--- src/design/lz_pkg.sv ---
package lz_pkg;

   // Fixed-point format of the datapath
   localparam int WORD_BITS = 32;
   localparam int FRAC_BITS = 24;

   // Register and result field widths
   localparam int CSR_BITS  = 32;
   localparam int DT_BITS   = 24;
   localparam int OUT_BITS  = 32;

   // Multiplier operands must hold a word and the unsigned time step
   localparam int OPND_BITS = (WORD_BITS > DT_BITS) ? WORD_BITS : DT_BITS + 1;
   localparam int STEP_BITS = $clog2(OPND_BITS);

   localparam int CSR_INDEX_BITS = 3;

   typedef logic signed [WORD_BITS-1:0] word_type;
   typedef logic signed [OPND_BITS-1:0] opnd_type;
   typedef logic [CSR_INDEX_BITS-1:0]   csr_index_type;

   // Register map
   localparam csr_index_type REG_SIGMA   = 3'd0;
   localparam csr_index_type REG_RHO     = 3'd1;
   localparam csr_index_type REG_BETA    = 3'd2;
   localparam csr_index_type REG_DT      = 3'd3;
   localparam csr_index_type REG_START_X = 3'd4;
   localparam csr_index_type REG_START_Y = 3'd5;
   localparam csr_index_type REG_START_Z = 3'd6;

   // Reset values: a = 11, b = 27, c = 2, dt ~ 0.001, start point 5.0
   localparam logic [CSR_BITS-1:0] SIGMA_RESET = 32'd184549376;
   localparam logic [CSR_BITS-1:0] RHO_RESET   = 32'd452984832;
   localparam logic [CSR_BITS-1:0] BETA_RESET  = 32'd33554432;
   localparam logic [DT_BITS-1:0]  DT_RESET    = 24'd16777;
   localparam logic [CSR_BITS-1:0] START_RESET = 32'd83886080;

   typedef enum logic [3:0] {
      ST_IDLE,
      ST_SUB_YX,
      ST_MUL_VX,
      ST_SUB_BZ,
      ST_MUL_XB,
      ST_SUB_VY,
      ST_MUL_XY,
      ST_MUL_CZ,
      ST_SUB_VZ,
      ST_MUL_DX,
      ST_ADD_X,
      ST_MUL_DY,
      ST_ADD_Y,
      ST_MUL_DZ,
      ST_ADD_Z,
      ST_OUT
   } lz_state_type;

   typedef struct packed {
      logic busy;
      logic done;
      logic sat;
   } mul_status_type;

   typedef struct packed {
      logic     sat;
      word_type value;
   } alu_result_type;

   function automatic word_type sat_value(input logic neg);
      word_type r;
      r = neg ? {1'b1, {(WORD_BITS-1){1'b0}}} : {1'b0, {(WORD_BITS-1){1'b1}}};
      return r;
   endfunction

   // Register value sign-extended from its 32 bits, then taken as a word
   function automatic word_type to_word(input logic [CSR_BITS-1:0] v);
      logic signed [CSR_BITS-1:0] s;
      s = v;
      return word_type'(s);
   endfunction

   function automatic alu_result_type add_sub_sat(input word_type a, input word_type b,
                                                  input logic sub);
      logic signed [WORD_BITS:0] ea;
      logic signed [WORD_BITS:0] eb;
      logic signed [WORD_BITS:0] s;
      alu_result_type r;
      ea      = {a[WORD_BITS-1], a};
      eb      = {b[WORD_BITS-1], b};
      s       = sub ? ea - eb : ea + eb;
      r.sat   = s[WORD_BITS] ^ s[WORD_BITS-1];
      r.value = r.sat ? sat_value(s[WORD_BITS]) : s[WORD_BITS-1:0];
      return r;
   endfunction

endpackage

--- src/design/lz_serial_mul.sv ---
module lz_serial_mul (
   input  logic                   clock,
   input  logic                   reset,
   input  logic                   start,
   input  lz_pkg::opnd_type       mcand,
   input  lz_pkg::opnd_type       mplier,
   output lz_pkg::mul_status_type status,
   output lz_pkg::word_type       product
);
   import lz_pkg::*;

   localparam int PROD_BITS = 2 * OPND_BITS;
   localparam int TOP_LSB   = FRAC_BITS + WORD_BITS - 1;

   logic                        busy_ff, busy_in;
   logic                        done_ff, done_in;
   logic [STEP_BITS-1:0]        step_ff, step_in;
   logic signed [OPND_BITS:0]   hi_ff, hi_in;
   logic [OPND_BITS-1:0]        lo_ff, lo_in;
   opnd_type                    mcand_ff, mcand_in;

   logic                        last_step;
   logic signed [OPND_BITS+1:0] addend;
   logic signed [OPND_BITS+1:0] sum;
   logic [PROD_BITS-1:0]        full;
   logic [PROD_BITS-1:TOP_LSB]  top_bits;
   logic                        fits;

   // Shift-add, one multiplier bit per cycle, LSB first; sign bit has negative weight
   always_comb begin
      last_step = (step_ff == STEP_BITS'(OPND_BITS - 1));
      addend    = '0;
      if (lo_ff[0]) begin
         addend = last_step ? -((OPND_BITS+2)'(mcand_ff)) : (OPND_BITS+2)'(mcand_ff);
      end
      sum = (OPND_BITS+2)'(hi_ff) + addend;

      busy_in  = busy_ff;
      done_in  = 1'b0;
      step_in  = step_ff;
      hi_in    = hi_ff;
      lo_in    = lo_ff;
      mcand_in = mcand_ff;
      if (start) begin
         busy_in  = 1'b1;
         step_in  = '0;
         hi_in    = '0;
         lo_in    = mplier;
         mcand_in = mcand;
      end else if (busy_ff) begin
         hi_in   = sum[OPND_BITS+1:1];
         lo_in   = {sum[0], lo_ff[OPND_BITS-1:1]};
         step_in = step_ff + 1'b1;
         if (last_step) begin
            busy_in = 1'b0;
            done_in = 1'b1;
         end
      end
   end

   always_ff @(posedge clock) begin
      if (reset) begin
         busy_ff <= 1'b0;
         done_ff <= 1'b0;
      end else begin
         busy_ff <= busy_in;
         done_ff <= done_in;
      end
      step_ff  <= step_in;
      hi_ff    <= hi_in;
      lo_ff    <= lo_in;
      mcand_ff <= mcand_in;
   end

   // Truncate by FRAC_BITS, saturate to a word
   always_comb begin
      full     = {hi_ff[OPND_BITS-1:0], lo_ff};
      top_bits = full[PROD_BITS-1:TOP_LSB];
      fits     = (&top_bits) || !(|top_bits);
      product  = fits ? full[TOP_LSB:FRAC_BITS] : sat_value(full[PROD_BITS-1]);
      status   = '{busy: busy_ff, done: done_ff, sat: done_ff && !fits};
   end

endmodule

--- src/design/lorenz_euler_step_unit.sv ---
// Lorenz system stepper: each accepted item advances the held point (x, y, z) one
// forward-Euler step, v = (a(y-x), x(b-z)-y, xy-cz), p += v*dt, and returns the new
// point plus an overflow flag. The first item after reset, or an item with restart
// set, first reloads the point from the start registers. Values are signed Q8.24;
// every product is truncated toward minus infinity and then saturated, every sum
// and difference is saturated, and overflow reports any saturation in the step.
// All seven products of a step run one after another on one bit-serial multiplier
// that retires one multiplier bit per cycle; the adds, subtracts and output load
// are sequencer states of their own. One item is in work at a time; req_stall is
// high from accept until the result is loaded into the output register, and a
// result waiting there does not hold off the next item. Registers are written
// through csr_write/csr_index/csr_data; the user must write them while idle only,
// as the block itself does not enforce it.
module lorenz_euler_step_unit (
   input  logic                                  clock,
   input  logic                                  reset,

   input  logic                                  csr_write,
   input  lz_pkg::csr_index_type                 csr_index,
   input  logic [lz_pkg::CSR_BITS-1:0]           csr_data,

   input  logic                                  req_valid,
   output logic                                  req_stall,
   input  logic                                  req_restart,

   output logic                                  rsp_valid,
   input  logic                                  rsp_stall,
   output logic signed [lz_pkg::OUT_BITS-1:0]    rsp_pos_x,
   output logic signed [lz_pkg::OUT_BITS-1:0]    rsp_pos_y,
   output logic signed [lz_pkg::OUT_BITS-1:0]    rsp_pos_z,
   output logic                                  rsp_overflow
);
   import lz_pkg::*;

   // Configuration registers
   logic [CSR_BITS-1:0]         sigma_ff, rho_ff, beta_ff;
   logic [DT_BITS-1:0]          dt_ff;
   logic [CSR_BITS-1:0]         start_x_ff, start_y_ff, start_z_ff;

   // Sequencer and datapath
   lz_state_type                state_ff, state_in;
   logic                        started_ff, started_in;
   logic                        issued_ff, issued_in;
   logic                        ovf_ff, ovf_in;
   word_type                    x_ff, x_in, y_ff, y_in, z_ff, z_in;
   word_type                    vx_ff, vx_in, vy_ff, vy_in;
   word_type                    t1_ff, t1_in, t2_ff, t2_in;

   // Output register
   logic                        rsp_valid_ff, rsp_valid_in;
   logic signed [OUT_BITS-1:0]  rsp_x_ff, rsp_x_in, rsp_y_ff, rsp_y_in, rsp_z_ff, rsp_z_in;
   logic                        rsp_ovf_ff, rsp_ovf_in;

   logic                        accept;
   logic                        out_free;
   logic                        is_mul;
   logic                        mul_start;
   logic                        mul_take;
   word_type                    alu_a, alu_b;
   logic                        alu_sub;
   alu_result_type              alu_res;
   opnd_type                    mul_a, mul_b;
   opnd_type                    dt_opnd;
   mul_status_type              mul_stat;
   word_type                    mul_product;

   // ---------------- configuration ----------------
   always_ff @(posedge clock) begin
      if (reset) begin
         sigma_ff   <= SIGMA_RESET;
         rho_ff     <= RHO_RESET;
         beta_ff    <= BETA_RESET;
         dt_ff      <= DT_RESET;
         start_x_ff <= START_RESET;
         start_y_ff <= START_RESET;
         start_z_ff <= START_RESET;
      end else if (csr_write) begin
         if (csr_index == REG_SIGMA)   sigma_ff   <= csr_data;
         if (csr_index == REG_RHO)     rho_ff     <= csr_data;
         if (csr_index == REG_BETA)    beta_ff    <= csr_data;
         if (csr_index == REG_DT)      dt_ff      <= csr_data[DT_BITS-1:0];
         if (csr_index == REG_START_X) start_x_ff <= csr_data;
         if (csr_index == REG_START_Y) start_y_ff <= csr_data;
         if (csr_index == REG_START_Z) start_z_ff <= csr_data;
      end
   end

   // ---------------- shared multiplier ----------------
   lz_serial_mul u_mul (
      .clock   (clock),
      .reset   (reset),
      .start   (mul_start),
      .mcand   (mul_a),
      .mplier  (mul_b),
      .status  (mul_stat),
      .product (mul_product)
   );

   assign dt_opnd   = OPND_BITS'(dt_ff);   // unsigned dt, zero-extended
   assign accept    = req_valid && !req_stall;
   assign out_free  = !rsp_valid_ff || !rsp_stall;
   assign mul_start = is_mul && !issued_ff;
   assign mul_take  = is_mul && issued_ff && mul_stat.done;

   // Operand routing for the adder and the multiplier, per step of the sequence
   always_comb begin
      alu_a   = y_ff;
      alu_b   = x_ff;
      alu_sub = 1'b1;
      mul_a   = opnd_type'(x_ff);
      mul_b   = opnd_type'(y_ff);
      is_mul  = 1'b0;
      unique case (state_ff)
         ST_SUB_YX: begin alu_a = y_ff;             alu_b = x_ff;  end
         ST_SUB_BZ: begin alu_a = to_word(rho_ff);  alu_b = z_ff;  end
         ST_SUB_VY: begin alu_a = t1_ff;            alu_b = y_ff;  end
         ST_SUB_VZ: begin alu_a = t1_ff;            alu_b = t2_ff; end
         ST_ADD_X:  begin alu_a = x_ff; alu_b = t2_ff; alu_sub = 1'b0; end
         ST_ADD_Y:  begin alu_a = y_ff; alu_b = t2_ff; alu_sub = 1'b0; end
         ST_ADD_Z:  begin alu_a = z_ff; alu_b = t2_ff; alu_sub = 1'b0; end
         ST_MUL_VX: begin
            is_mul = 1'b1;
            mul_a  = opnd_type'(to_word(sigma_ff));
            mul_b  = opnd_type'(vx_ff);
         end
         ST_MUL_XB: begin
            is_mul = 1'b1;
            mul_a  = opnd_type'(x_ff);
            mul_b  = opnd_type'(t1_ff);
         end
         ST_MUL_XY: begin
            is_mul = 1'b1;
            mul_a  = opnd_type'(x_ff);
            mul_b  = opnd_type'(y_ff);
         end
         ST_MUL_CZ: begin
            is_mul = 1'b1;
            mul_a  = opnd_type'(to_word(beta_ff));
            mul_b  = opnd_type'(z_ff);
         end
         ST_MUL_DX: begin
            is_mul = 1'b1;
            mul_a  = opnd_type'(vx_ff);
            mul_b  = dt_opnd;
         end
         ST_MUL_DY: begin
            is_mul = 1'b1;
            mul_a  = opnd_type'(vy_ff);
            mul_b  = dt_opnd;
         end
         ST_MUL_DZ: begin
            is_mul = 1'b1;
            mul_a  = opnd_type'(t1_ff);
            mul_b  = dt_opnd;
         end
         ST_IDLE, ST_OUT: begin
         end
         default: begin
         end
      endcase
   end

   assign alu_res = add_sub_sat(alu_a, alu_b, alu_sub);

   // Sequencer: next state and datapath register loads
   always_comb begin
      state_in     = state_ff;
      started_in   = started_ff;
      ovf_in       = ovf_ff;
      x_in         = x_ff;
      y_in         = y_ff;
      z_in         = z_ff;
      vx_in        = vx_ff;
      vy_in        = vy_ff;
      t1_in        = t1_ff;
      t2_in        = t2_ff;
      rsp_x_in     = rsp_x_ff;
      rsp_y_in     = rsp_y_ff;
      rsp_z_in     = rsp_z_ff;
      rsp_ovf_in   = rsp_ovf_ff;
      rsp_valid_in = rsp_valid_ff && rsp_stall;

      // a multiply state issues once, then waits for the product
      issued_in = issued_ff;
      if (mul_start) issued_in = 1'b1;
      if (mul_take)  issued_in = 1'b0;

      unique case (state_ff)
         ST_IDLE: begin
            if (accept) begin
               started_in = 1'b1;
               ovf_in     = 1'b0;
               if (req_restart || !started_ff) begin
                  x_in = to_word(start_x_ff);
                  y_in = to_word(start_y_ff);
                  z_in = to_word(start_z_ff);
               end
               state_in = ST_SUB_YX;
            end
         end
         ST_SUB_YX: begin
            vx_in    = alu_res.value;              // y - x, scaled by a next
            ovf_in   = ovf_ff | alu_res.sat;
            state_in = ST_MUL_VX;
         end
         ST_MUL_VX: begin
            if (mul_take) begin
               vx_in    = mul_product;
               ovf_in   = ovf_ff | mul_stat.sat;
               state_in = ST_SUB_BZ;
            end
         end
         ST_SUB_BZ: begin
            t1_in    = alu_res.value;
            ovf_in   = ovf_ff | alu_res.sat;
            state_in = ST_MUL_XB;
         end
         ST_MUL_XB: begin
            if (mul_take) begin
               t1_in    = mul_product;
               ovf_in   = ovf_ff | mul_stat.sat;
               state_in = ST_SUB_VY;
            end
         end
         ST_SUB_VY: begin
            vy_in    = alu_res.value;
            ovf_in   = ovf_ff | alu_res.sat;
            state_in = ST_MUL_XY;
         end
         ST_MUL_XY: begin
            if (mul_take) begin
               t1_in    = mul_product;
               ovf_in   = ovf_ff | mul_stat.sat;
               state_in = ST_MUL_CZ;
            end
         end
         ST_MUL_CZ: begin
            if (mul_take) begin
               t2_in    = mul_product;
               ovf_in   = ovf_ff | mul_stat.sat;
               state_in = ST_SUB_VZ;
            end
         end
         ST_SUB_VZ: begin
            t1_in    = alu_res.value;              // vz lives in t1 from here on
            ovf_in   = ovf_ff | alu_res.sat;
            state_in = ST_MUL_DX;
         end
         ST_MUL_DX: begin
            if (mul_take) begin
               t2_in    = mul_product;
               ovf_in   = ovf_ff | mul_stat.sat;
               state_in = ST_ADD_X;
            end
         end
         ST_ADD_X: begin
            x_in     = alu_res.value;
            ovf_in   = ovf_ff | alu_res.sat;
            state_in = ST_MUL_DY;
         end
         ST_MUL_DY: begin
            if (mul_take) begin
               t2_in    = mul_product;
               ovf_in   = ovf_ff | mul_stat.sat;
               state_in = ST_ADD_Y;
            end
         end
         ST_ADD_Y: begin
            y_in     = alu_res.value;
            ovf_in   = ovf_ff | alu_res.sat;
            state_in = ST_MUL_DZ;
         end
         ST_MUL_DZ: begin
            if (mul_take) begin
               t2_in    = mul_product;
               ovf_in   = ovf_ff | mul_stat.sat;
               state_in = ST_ADD_Z;
            end
         end
         ST_ADD_Z: begin
            z_in     = alu_res.value;
            ovf_in   = ovf_ff | alu_res.sat;
            state_in = ST_OUT;
         end
         ST_OUT: begin
            // hold here while the previous item still sits in the output register
            if (out_free) begin
               rsp_x_in     = OUT_BITS'(x_ff);
               rsp_y_in     = OUT_BITS'(y_ff);
               rsp_z_in     = OUT_BITS'(z_ff);
               rsp_ovf_in   = ovf_ff;
               rsp_valid_in = 1'b1;
               state_in     = ST_IDLE;
            end
         end
         default: begin
            state_in = ST_IDLE;
         end
      endcase
   end

   always_ff @(posedge clock) begin
      if (reset) begin
         state_ff     <= ST_IDLE;
         started_ff   <= 1'b0;
         issued_ff    <= 1'b0;
         rsp_valid_ff <= 1'b0;
         x_ff         <= '0;
         y_ff         <= '0;
         z_ff         <= '0;
      end else begin
         state_ff     <= state_in;
         started_ff   <= started_in;
         issued_ff    <= issued_in;
         rsp_valid_ff <= rsp_valid_in;
         x_ff         <= x_in;
         y_ff         <= y_in;
         z_ff         <= z_in;
      end
      ovf_ff     <= ovf_in;
      vx_ff      <= vx_in;
      vy_ff      <= vy_in;
      t1_ff      <= t1_in;
      t2_ff      <= t2_in;
      rsp_x_ff   <= rsp_x_in;
      rsp_y_ff   <= rsp_y_in;
      rsp_z_ff   <= rsp_z_in;
      rsp_ovf_ff <= rsp_ovf_in;
   end

   assign req_stall    = (state_ff != ST_IDLE);
   assign rsp_valid    = rsp_valid_ff;
   assign rsp_pos_x    = rsp_x_ff;
   assign rsp_pos_y    = rsp_y_ff;
   assign rsp_pos_z    = rsp_z_ff;
   assign rsp_overflow = rsp_ovf_ff;

   // ---------------- assertions ----------------
   a_accept_starts: assert property (@(posedge clock) disable iff (reset)
      accept |=> (state_ff == ST_SUB_YX) && started_ff)
      else $error("accepted item did not start the step");

   a_mul_idle_on_start: assert property (@(posedge clock) disable iff (reset)
      mul_start |-> !mul_stat.busy && !mul_stat.done)
      else $error("multiplier started while still in use");

   a_mul_done_expected: assert property (@(posedge clock) disable iff (reset)
      mul_stat.done |-> is_mul && issued_ff)
      else $error("product returned outside a multiply step");

   a_out_load: assert property (@(posedge clock) disable iff (reset)
      (state_ff == ST_OUT && out_free) |=> rsp_valid_ff && (state_ff == ST_IDLE))
      else $error("finished step not loaded into the output register");

   a_no_lost_result: assert property (@(posedge clock) disable iff (reset)
      (state_ff == ST_OUT && !out_free) |=> (state_ff == ST_OUT) && rsp_valid_ff)
      else $error("finished step left while the output register was full");

endmodule

--- config.mk ---
export PLATFORM = sky130hd
export DESIGN_NAME = lorenz_euler_step_unit
export DESIGN_NICKNAME = d
export VERILOG_FILES = /design/src/design/lz_pkg.sv /design/src/design/lz_serial_mul.sv /design/src/design/lorenz_euler_step_unit.sv
export SDC_FILE = /design/constraint.sdc
export NUM_CORES = 2
export LEC_CHECK = 0
export ABC_AREA = 1
export BUFFER_PORTS_ARGS = -buffer_cell sky130_fd_sc_hd__buf_2
export CAP_MARGIN = 40
export CORE_ASPECT_RATIO = 1.5
export CORE_UTILIZATION = 30
export DETAILED_ROUTE_END_ITERATION = 10
export PLACE_DENSITY_LB_ADDON = 0.25
export SYNTH_ARGS = -nofsm -noshare
export SYNTH_HDL_FRONTEND = slang
export SYNTH_SLANG_ARGS = --single-unit
--- constraint.sdc ---
create_clock -name clock -period 6.7 [get_ports clock]
set_input_delay 1.34 -clock clock [delete_from_list [all_inputs] [get_ports clock]]
set_output_delay 1.34 -clock clock [all_outputs]
set_load 0.01 [all_outputs]
== After elaboration in Yosys (flattened, before gate mapping) ==
Index checks and enable logic that the tools add are counted.

* Register bits after elaboration: 649
* Logic and storage cells: 173
* Bits of input ports: 41
* Output and inout bits: 99

* Reduce and logical (&&, ||, !) cells: 56
* $add $sub $neg: 5
* Equality and inequality tests: 34
* Bitwise operators: 4
* Muxes and demuxes: 45

{| class="wikitable"
|+ Operator list
! kind !! count
|-
| 32-bit two-way mux || 13
|-
| 32-bit case mux with 2 select lines || 5
|-
| 32-bit case mux with 4 select lines || 2
|-
| 32-bit case mux with 5 select lines || 1
|-
| 32-bit case mux with 3 select lines || 1
|-
| 34-bit two-way mux || 2
|-
| 4-bit case mux with 16 select lines || 1
|-
| 4-bit two-way mux || 9
|-
| 33-bit by 34-bit adder with 34-bit output || 1
|-
| 32-bit negator with 34-bit output || 1
|-
| 32-bit by 32-bit adder with 33-bit output || 1
|-
| 33-bit two-way mux || 1
|-
| 32-bit by 32-bit subtractor with 33-bit output || 1
|-
| 4-bit == test (second input constant) || 8
|-
| 2-bit AND reduction || 12
|-
| 2-bit inequality test (second input constant) || 10
|-
| 9-bit AND reduction || 2
|-
| 4-bit by 3-bit == test with 1-bit output (second input constant) || 4
|-
| 7-bit OR reduction || 2
|-
| 3-bit AND reduction || 4
|-
| 2-bit nonzero test || 6
|-
| 3-bit == test (second input constant) || 3
|-
| 1-bit two-way mux || 9
|-
| 3-bit OR reduction || 3
|-
| other kinds (21) || 42
|}

== Longest topological paths before layout ==
* Depth in word-level cells: 8
* Gate-level depth with buffers: 38
* Gate-level depth less buffers: 36

== Cells and area by module ==
A second synthesis with hierarchy kept.

* Cell total of the unflattened synthesis: 4613
* Area, all modules: 34379.2 um2

{| class="wikitable"
|+ By module, submodules not included
! module !! cells each !! instances !! area an instance (um2)
|-
| lorenz_euler_step_unit || 3581 || 1 || 27168.6
|-
| lz_serial_mul || 1032 || 1 || 7210.7
|}

== Worst setup path after synthesis ==
No wires, ideal clock.

* Kind: register to register
* Start point: register state_ff[3]
* End point: register rsp_ovf_ff (netlist: rsp_overflow) (enable)
* Setup time: 0.555 ns
* Required time: 6.145 ns
* Period minus slack after synthesis: 6.693 ns
* Arrival time: 6.138 ns
* Stages on the path, launching flop included: 17
* Buffers on the path: 0
* Slack: 0.007 ns
* Path through: dfxtp_1 -> nand2_1 -> nor2_1 -> a21oi_2 -> nand2_1 -> nor2_1 -> inv_1 -> nor2_1 -> inv_1 -> nand3_1 -> inv_1 -> o22ai_1 -> nor2_1 -> inv_1 -> nor2_1 -> nand2_1 -> nor2_1

* Word-level cells in the longest chain between the ends: 2

{| class="wikitable"
|+ Ends and longest elaborated chain
! item !! line !! RTL
|-
| from (decl) || lorenz_euler_step_unit.sv:41 || <nowiki>lz_state_type state_ff, state_in;</nowiki>
|-
| from (signal assigned) || lorenz_euler_step_unit.sv:312 || <nowiki>state_ff <= state_in;</nowiki>
|-
| 4-bit == test || lorenz_euler_step_unit.sv:188 || <nowiki>unique case (state_ff)</nowiki>
|-
| 2-bit AND reduction (no source line) || n/a ||
|-
| to (signal assigned) || lorenz_euler_step_unit.sv:328 || <nowiki>rsp_ovf_ff <= rsp_ovf_in;</nowiki>
|-
| to (decl) || lorenz_euler_step_unit.sv:52 || <nowiki>logic rsp_ovf_ff, rsp_ovf_in;</nowiki>
|}

Every way passes these cells.
A chain may end at the register's enable or synchronous reset.

== Worst setup path in the final report ==
* Start point: register state_ff[0]
* End point: register x_ff[30]

* Word-level cells in the longest chain between the ends: 8
* Elaborated cells on any way between the ends: 26
* Classes of those cells: add/sub (2); eq/ne (8); mux (6); bitwise (1); reduce/logical (9)

{| class="wikitable"
|+ Ends and longest elaborated chain
! item !! line !! RTL
|-
| 4-bit == test, or another cell as far along || lorenz_euler_step_unit.sv:113 || <nowiki>unique case (state_ff)</nowiki>
|-
| 4-bit OR reduction (no source line) / 2-bit OR reduction (equally long branches) || n/a ||
|-
| 32-bit case mux with 3 select lines / 32-bit case mux with 4 select lines (equally long branches) || lorenz_euler_step_unit.sv:113 ||
|-
| 32-bit by 32-bit subtractor with 33-bit output / 32-bit by 32-bit adder with 33-bit output (equally long branches) || lz_pkg.sv:89 || <nowiki>s = sub ? ea - eb : ea + eb;</nowiki>
|-
| 33-bit two-way mux || lz_pkg.sv:89 ||
|-
| 32-bit two-way mux / 1-bit XOR (equally long branches) || lz_pkg.sv:70, lz_pkg.sv:90 ||
|-
| 32-bit two-way mux || lz_pkg.sv:91 || <nowiki>r.value = r.sat ? sat_value(s[WORD_BITS]) : s[WORD_BITS-1:0];</nowiki>
|-
| 32-bit case mux with 2 select lines || lorenz_euler_step_unit.sv:188 ||
|-
| to (signal assigned) || lorenz_euler_step_unit.sv:316 || <nowiki>x_ff <= x_in;</nowiki>
|-
| to (decl) || lorenz_euler_step_unit.sv:45 || <nowiki>word_type x_ff, x_in, y_ff, y_in, z_ff, z_in;</nowiki>
|}

Parallel ways exist; a longest one is shown, timed or not.

==> results.toml <==
[outcome]
run_status = "completed"

[placement]
dpl.hpwl_um = 107000
gp_congestion = 1.00
placement.io_buffers = 139

[yosys]
synth_edf_count = 290
synthesis.area_per_instance_sq_um = 7.77
mappedNetlistArea_sq_um = 34100
synth.ff_latch_count = 649
register_area_share_after_synthesis = 0.467
synth_cell_types = 54
syn_inst = 4384
mappedNetlistNets = 4496
synth-main-ff-cell = "dfxtp_1"
ys_async_sr_fraction = 0
synth.yosys.warnings = 0

[grt]
grt_use_met2 = 0.448
grt_overflow = 0
groute.usage.overall = 0.256
largest_net_degree_at_the_start_of_global_routing = 128
use_met3 = 0.0436
via_count_of_the_first_global_routing_pass = 31600
grt_pass1_wl_um = 216000
grt_busiest_layer = "met2"
grt.met1_usage = 0.292
grt_antenna_before_repair = 12

[route]
drt_first_iter_violations = 2675
post_detailed_routing_wire_length_um = 150000
routed_wire_length_per_instance_um = 25.1
antenna_violating_nets_left = 0
via_total_after_detailed_routing = 32200
route.detailed.drc = 0
viasPerCell = 5.38
dr.pass1.iters = 6

[clock_tree]
clock_tree.htree_level_count = 3
postCtsSetupRepairBufs = 0
clock_transition_at_the_registers_of_the_reported_paths_ns = 0.07
cts_inserted_buffers = 67
cts_root_buf = "clkbuf_16"
cts_tree = "done"
max-clock-path-buffers = 3
cts.sinks = 649
clock_latency_ns = 0.67

[finish]
largest-register = "u_mul.hi_ff"
most-common-layout-cells = "850 x nor2_1, 755 x nand2_1, 428 x o21ai_0"
filler_cells_inserted = 11800
fin_nets = 4581
finish.utilization = 0.346
layout.cells.most_common = "nor2_1"
area_growth_syn_to_layout_pct = 14.7
largest_reg_flops = 33
layout-drive-gt1-share = 0.119

[floorplanning]
die_h_um = 415
rows = 151
coreArea_sq_um = 113000
start_util = 0.302
die_area_sq_um = 115000
die_wd_um = 277
ios = 140

[setup_path]
crit_slowest_cell = "dfxtp_1"
critical_path.most_common_cell = "nand2_1"
cp_slowest_stage_delay_ns = 0.54
worstPathBufferInverterCount = 8
critical_path_class = "register to register"
critPathCaptureType = "register"
critical_path_arrival_ns = 6.72
crit_family = "simple AND/OR/NAND/NOR gates"
required_ns = 7.20
rr_startpoint = "state_ff[0]"
critical_path_peak_fanout = 21
setup.worst_path.start = "state_ff[0]"
cp-start-kind = "register"

[flow_run]
drv.max_cap_violation_count = 0

[sta]
final_critical_path_share_of_the_clock_period = 0.929
maxSlewViolCount = 0
worst-slew-pin-transition_ns = 0.885
final.setup.tns_ns = 0
grt_setup_unrepaired = "false"
min_period_ns = 6.22
max_freq_mhz = 161
hold_violations = 0
setup_viol = 0
worst_clock_skew_ns = 0.0360
slew-limit-headroom = 0.409

[hold_path]
worst_hold_startpoint = "started_ff"
hp-class = "register to register"

[power_and_ir_drop]
powerDensity_nw_per_um2 = 492
p_leak_nw = 15.7
vdd_drop_max_mv = 0.393
metal layers:
layer	vias to the layer above	part of all wire
met5	-	0.00028
met4	6	0.064
met3	463	0.061
met2	1299	0.49
met1	15500	0.38
li1	14900	-
synth_stat cells, drive strengths merged (34+ instances only):
library cell,count,area share
a221oi,66,0.017
ha,69,0.025
nand4,49,0.0092
inv,351,0.039
xor2,52,0.013
buf,45,0.0091
nand2,821,0.10
edfxtp,290,0.26
clkbuf,199,0.022
nor3,38,0.0056
o21ai,432,0.063
a21oi,306,0.052
nor2,878,0.098
nand3,189,0.028
dfxtp,359,0.21
xnor2,34,0.0087
a31oi,62,0.011
final timing paths:
path | end | slack [ns] | depth (start not counted)
worst min-delay path | started_ff | 0.46 | 2
worst min register to register | started_ff | 0.46 | 2
worst max-delay path | x_ff[30] | 0.48 | 33
worst max register to register | x_ff[30] | 0.48 | 33
cell type report:
class	instances	area, sq um	area share
Antenna cell	2	5.00	0.000128
Clock buffer	94	1910	0.0489
Clock inverter	29	267	0.00682
Inverter	357	1340	0.0344
Multi-Input combinational cell	3134	16000	0.409
Sequential cell	649	15900	0.407
Tap cell	1453	1820	0.0465
Timing Repair Buffer	260	1870	0.0478
kinds of logic after synthesis:
logic type / count (synthesis) / synth area share
AO/OA/AOI/OAI: 976 / 0.168
XOR/XNOR: 86 / 0.0221
adder cells (fa/ha/maj): 71 / 0.0265
buffers and inverters: 601 / 0.0703
flip-flops: 649 / 0.467
AND/OR/NAND/NOR: 2001 / 0.246
worst min-delay path: cells and delay by family, from the launching register on:
kind            cells  cell delay (ns)
flops               1             0.30
compound gates      1             0.06
buf+inv             1             0.05
report_power, final:
part           switching, mW  internal, mW
combinational           7.00          2.65
sequential             0.452          5.26
clock                   1.73          2.13
stage by stage:
stage | power [mW] | instances | worst slack (ns) | hold slack [ns] | instance area, sq um
final | 19.2 | 5978 | 0.477 | 0.457 | 39100
after floorplan | 11.9 | 4384 | 0.00718 | 0.427 | 34100
after detailed placement | 15.3 | 5852 | 0.486 | 0.443 | 36900
after global placement | 15.1 | 5828 | 0.419 | 0.437 | 36500
after global routing | 20.2 | 5976 | 0.0681 | 0.474 | 39100
after CTS | 19.1 | 5975 | 0.441 | 0.456 | 39100
timing repair:
| action | 4_1_cts | 5_1_grt |
|---|---|---|
| endpoints found under the setup margin | 0 | 1 |
| hold buffers | 0 | 0 |
| gates resized for setup | 0 | 1 |
Note: power is estimated with default switching activity, not from simulation.
